==> config.mk <==
export PLATFORM = sky130hd
export DESIGN_NAME = secded_ctrl
export DESIGN_NICKNAME = d
export VERILOG_FILES = /design/src/rtl/secded_pkg.sv /design/src/rtl/secded_ctrl.sv
export SDC_FILE = /design/constraint.sdc
export NUM_CORES = 1
export LEC_CHECK = 0
export BUFFER_PORTS_ARGS = -buffer_cell sky130_fd_sc_hd__buf_4
export CAP_MARGIN = 0
export CORE_AREA = 5 5 42 44
export DETAILED_ROUTE_END_ITERATION = 10
export DIE_AREA = 0 0 47 49
export PLACE_DENSITY = 0.36
export SETUP_SLACK_MARGIN = 0.3
export SYNTH_ARGS = -nofsm -noshare
export SYNTH_HDL_FRONTEND = slang
export SYNTH_SLANG_ARGS = --single-unit
==> constraint.sdc <==
create_clock -name clk -period 1.1 [get_ports clk]
set_input_delay 0.165 -clock clk [delete_from_list [all_inputs] [get_ports clk]]
set_output_delay 0.165 -clock clk [all_outputs]
set_load 0.1 [all_outputs]
==> src/rtl/secded_pkg.sv <==
package secded_pkg;

  localparam int ADDR_W     = 14;
  localparam int WORD_W     = 32;
  localparam int POS_W      = 6;
  localparam int STATUS_W   = 3;
  localparam int ADDR_SPACE = 16384;

  typedef enum logic [1:0] {
    OP_WRITE = 2'd0,
    OP_READ  = 2'd1,
    OP_FLIP  = 2'd2,
    OP_BURST = 2'd3
  } op_t;

  typedef enum logic [STATUS_W-1:0] {
    ST_CLEAN         = 3'd0,
    ST_CORRECTED     = 3'd1,
    ST_UNCORRECTABLE = 3'd2,
    ST_UNDETECTED    = 3'd3,
    ST_REJECTED      = 3'd4
  } status_t;

  // controller to datapath
  typedef struct packed {
    logic clear_en;
    logic load;
    logic rd_en;
    logic dec_en;
    logic upd_en;
  } ctrl_cmd_t;

  // datapath to controller
  typedef struct packed {
    logic clear_last;
  } ctrl_stat_t;

endpackage

==> src/rtl/secded_ctrl.sv <==
module secded_ctrl (
  input  logic                   clk,
  input  logic                   rst,
  input  logic                   req_valid,
  output logic                   req_ready,
  output logic                   rsp_valid,
  input  logic                   rsp_ready,
  input  secded_pkg::ctrl_stat_t stat,
  output secded_pkg::ctrl_cmd_t  cmd
);

  typedef enum logic [2:0] {
    S_CLEAR,
    S_IDLE,
    S_READ,
    S_DECODE,
    S_UPDATE
  } state_t;

  state_t state;
  logic   rsp_full;
  logic   req_fire;
  logic   rsp_take;
  logic   upd_go;

  assign req_ready = (state == S_IDLE);
  assign req_fire  = req_valid && req_ready;
  assign rsp_valid = rsp_full;
  assign rsp_take  = rsp_full && rsp_ready;
  // the output register must be free (or emptied this cycle) to take a new result
  assign upd_go    = (state == S_UPDATE) && (!rsp_full || rsp_ready);

  always_comb begin
    cmd          = '0;
    cmd.clear_en = (state == S_CLEAR);
    cmd.load     = req_fire;
    cmd.rd_en    = (state == S_READ);
    cmd.dec_en   = (state == S_DECODE);
    cmd.upd_en   = upd_go;
  end

  always_ff @(posedge clk) begin
    if (rst) begin
      state    <= S_CLEAR;
      rsp_full <= 1'b0;
    end else begin
      case (state)
        S_CLEAR: begin
          if (stat.clear_last) state <= S_IDLE;
        end
        S_IDLE: begin
          if (req_fire) state <= S_READ;
        end
        S_READ:   state <= S_DECODE;
        S_DECODE: state <= S_UPDATE;
        S_UPDATE: begin
          if (upd_go) state <= S_IDLE;
        end
        default:  state <= S_IDLE;
      endcase

      if (upd_go) begin
        rsp_full <= 1'b1;
      end else if (rsp_take) begin
        rsp_full <= 1'b0;
      end
    end
  end

`ifndef SYNTH
  a_reset_clears: assert property (@(posedge clk) $past(rst) |-> state == S_CLEAR)
    else $error("state after reset is not the clearing pass");
  a_accept_reads: assert property (@(posedge clk) disable iff (rst)
    req_fire |=> state == S_READ)
    else $error("accepted word did not start a memory read");
  a_valid_source: assert property (@(posedge clk) disable iff (rst)
    $rose(rsp_full) |-> $past(state == S_UPDATE))
    else $error("result raised outside the update step");
  a_update_done: assert property (@(posedge clk) disable iff (rst)
    upd_go |=> rsp_full && state == S_IDLE)
    else $error("update did not load the output register");
`endif

endmodule

==> metrics.txt <==
Final Non-Filler Cells 64; nets@finish between 50 and 60; switching power about 0.24 mW; CTS buffer count 3; top-area cell type share of the netlist area 36.4%; total gr overflow 0; diode count 0; Synth Area in Compound Gates between 10% and 20%; Max Cap Viol 0; Power, Total 0.648 mW; global-route wire length before repair roughly 1.3 mm; CTS tree done; CTS sink cnt 4; initial antenna violation count 0; Worst-Skew Late Latency 230 ps; min cycle time layout between 1000 and 1500 ps; PwrDens between 1000 and 1500 nW/um^2; FP Rows 14; FF+latch count, synth 4; Max Clock Freq 690 MHz; Vias/cell approximately 4.3; final setup violation count 10; Area contributors post-synth dfxtp_1 (36%), nor3_1 (9.1%), buf_4 (6.8%), nand2b_1 (5.7%), nor2_4 (5.1%); worst endpoint required time ~940 ps; failing checks setup timing; worst hold path class in -> reg; Place WS -189 ps; synthesized area per cell slightly below 9 sq um; Fin Clk Skew between 3 and 4 ps; Cell variety after synth 16; vias in the first global route 294; clk slew on worst S/H paths 40 ps; drt initial violations 0; Synth Net Count 30; vias 275; DRC Markers 0; fraction of layout cells with a size suffix above 1 slightly below 90%; Fin Hold WS 118 ps; First-pass DRT Iterations 1; Avg WL per Cell approximately 11 microns; largest net degree at the start of global routing 9; Post-DRT Antenna Nets 0; I/O Pins 12; outcome complete, but fails checks; FFs w/ async S/R, synth 0%; Die ar. ~2300 sq um; Final GP Congestion approximately 0.72; gate count of the mapped netlist 25; cell taking the most area after synthesis dfxtp_1; RSZ-0062 raised after global routing true; final WL ~730 microns; most common cell after layout, fill and taps aside buf_4; Area growth, synth to finish 177%; Slew @ Worst Pin 198 ps; H-tree depth 1; Primary FF master, synth dfxtp_1; Max-slew headroom 86.7%; synthesized area 220 sq um; CP endpoint kind output port; Post-Synth XOR/XNOR Area 0%; largest family of logic cells by synthesized area simple AND/OR/NAND/NOR gates; worst r2r path cells 6; Chip Height 49 microns; Peak VDD IR roughly 0.73 mV; fill count 150; adder-cell area share of the yosys netlist 0%; clock network fraction of total power ~27%; PortBufs 11; Reg power frac 23.7%; sequential fraction of the synthesis area approximately 36%; arrival time worst endpoint between 1000 and 1500 ps; Finished Cell Area just over 600 sq um; Comb power frac 49.3%; warning count from the yosys run 0; mux contribution to synthesized area 0%; placed cell count 57; Post-DP Area roughly 410 sq um; Synth Area in Simple Gates between 40% and 50%; Switching Share a little under two fifths; worst setup margin -349 ps; most frequent cells in the layout buf_4 (11), buf_12 (7), dfxtp_4 (4); Fin. Hold Viols 0; CP Launch Type flip-flop; Max Buffers Root-to-Sink 2; final worst path period share 132%; EDFF count, synth 0; Die Wd around 47 microns; worst-path fanout max 2; Max Slew Vio Count 0; initial core utilization roughly 16%; Pleak approximately 0.26 nW; Root Buffer Master clkbuf_4; Int Pwr 0.406 mW; critical path class reg -> out; Core ar. approximately 1400 sq um; GR Util All Layers between 7 and 8%; Hold Crit Depth 2
## kinds of logic after synthesis
family / after synthesis
DFF: 4
buffers and inverters: 2
and+or+nand+nor: 14
AOI/OAI and AO/OA: 5
## power groups by stage
stage / sequential (mW) / combinational [mW] / clock [mW]
2_1_floorplan: 0.169 / 0.167 / 0
3_3_place_gp: 0.154 / 0.235 / 0
3_5_place_dp: 0.155 / 0.236 / 0
4_1_cts: 0.153 / 0.305 / 0.184
5_1_grt: 0.155 / 0.333 / 0.198
6_report: 0.154 / 0.320 / 0.174
## through the flow
stage | TNS, ps | utilization [%]
5_1_grt | -2860 | 43.6
4_1_cts | -2490 | 41.6
6_report | -2380 | 43.6
3_3_place_gp | -561 | 28.9
2_1_floorplan | -918 | -
3_5_place_dp | -617 | 28.9
## area by class of cell
class | instances | area (sq um) | area share (%)
Timing Repair Buffer | 22 | 272 | 44.5
Multi-Input combinational cell | 19 | 201 | 33.0
Sequential cell | 4 | 95.1 | 15.6
Clock buffer | 3 | 22.5 | 3.69
Tap cell | 16 | 20.0 | 3.28
## path summary, 6_finish.rpt
path | endpoint | from | slack (ps)
worst min register to register | state[1] | state[2] | 630
worst max register to register | state[2] | state[1] | -250
worst max-delay path | cmd[0] | state[1] | -350
worst min-delay path | rsp_valid | rst | 120
## synth_stat cells, drive strengths merged, types with 2 or more instances
cell type and n:
dfxtp 4, nor3 4, a21oi 2, buf 2, nand2b 2, nor2 2
## what timing repair did
action / in CTS / in global routing
buffers inserted: 4 / 0
setup endpoints to repair: 11 / 11
hold buffers: 0 / 0
pin swaps: 5 / 3
gates resized for setup: 30 / 6
## routing by layer
layer | GRT usage [%] | up-vias | routed length (microns)
li1 | - | 132 | -
met1 | 8.79 | 134 | 250
met2 | 12.2 | 9 | 426
met3 | 5.54 | 0 | 48
met4 | 0 | 0 | 0
met5 | 0 | - | 0
## worst max-delay path, cell delays in order (launching register included)
cell and delay (ps):
dfxtp_4 330, or3b_4 410, nor2b_4 140, buf_12 180
## flip-flops by register name, indices dropped and copies added, names as in the netlist
name and cells:
rsp_valid 1, state 3
(Power assumes the default switching activity.)
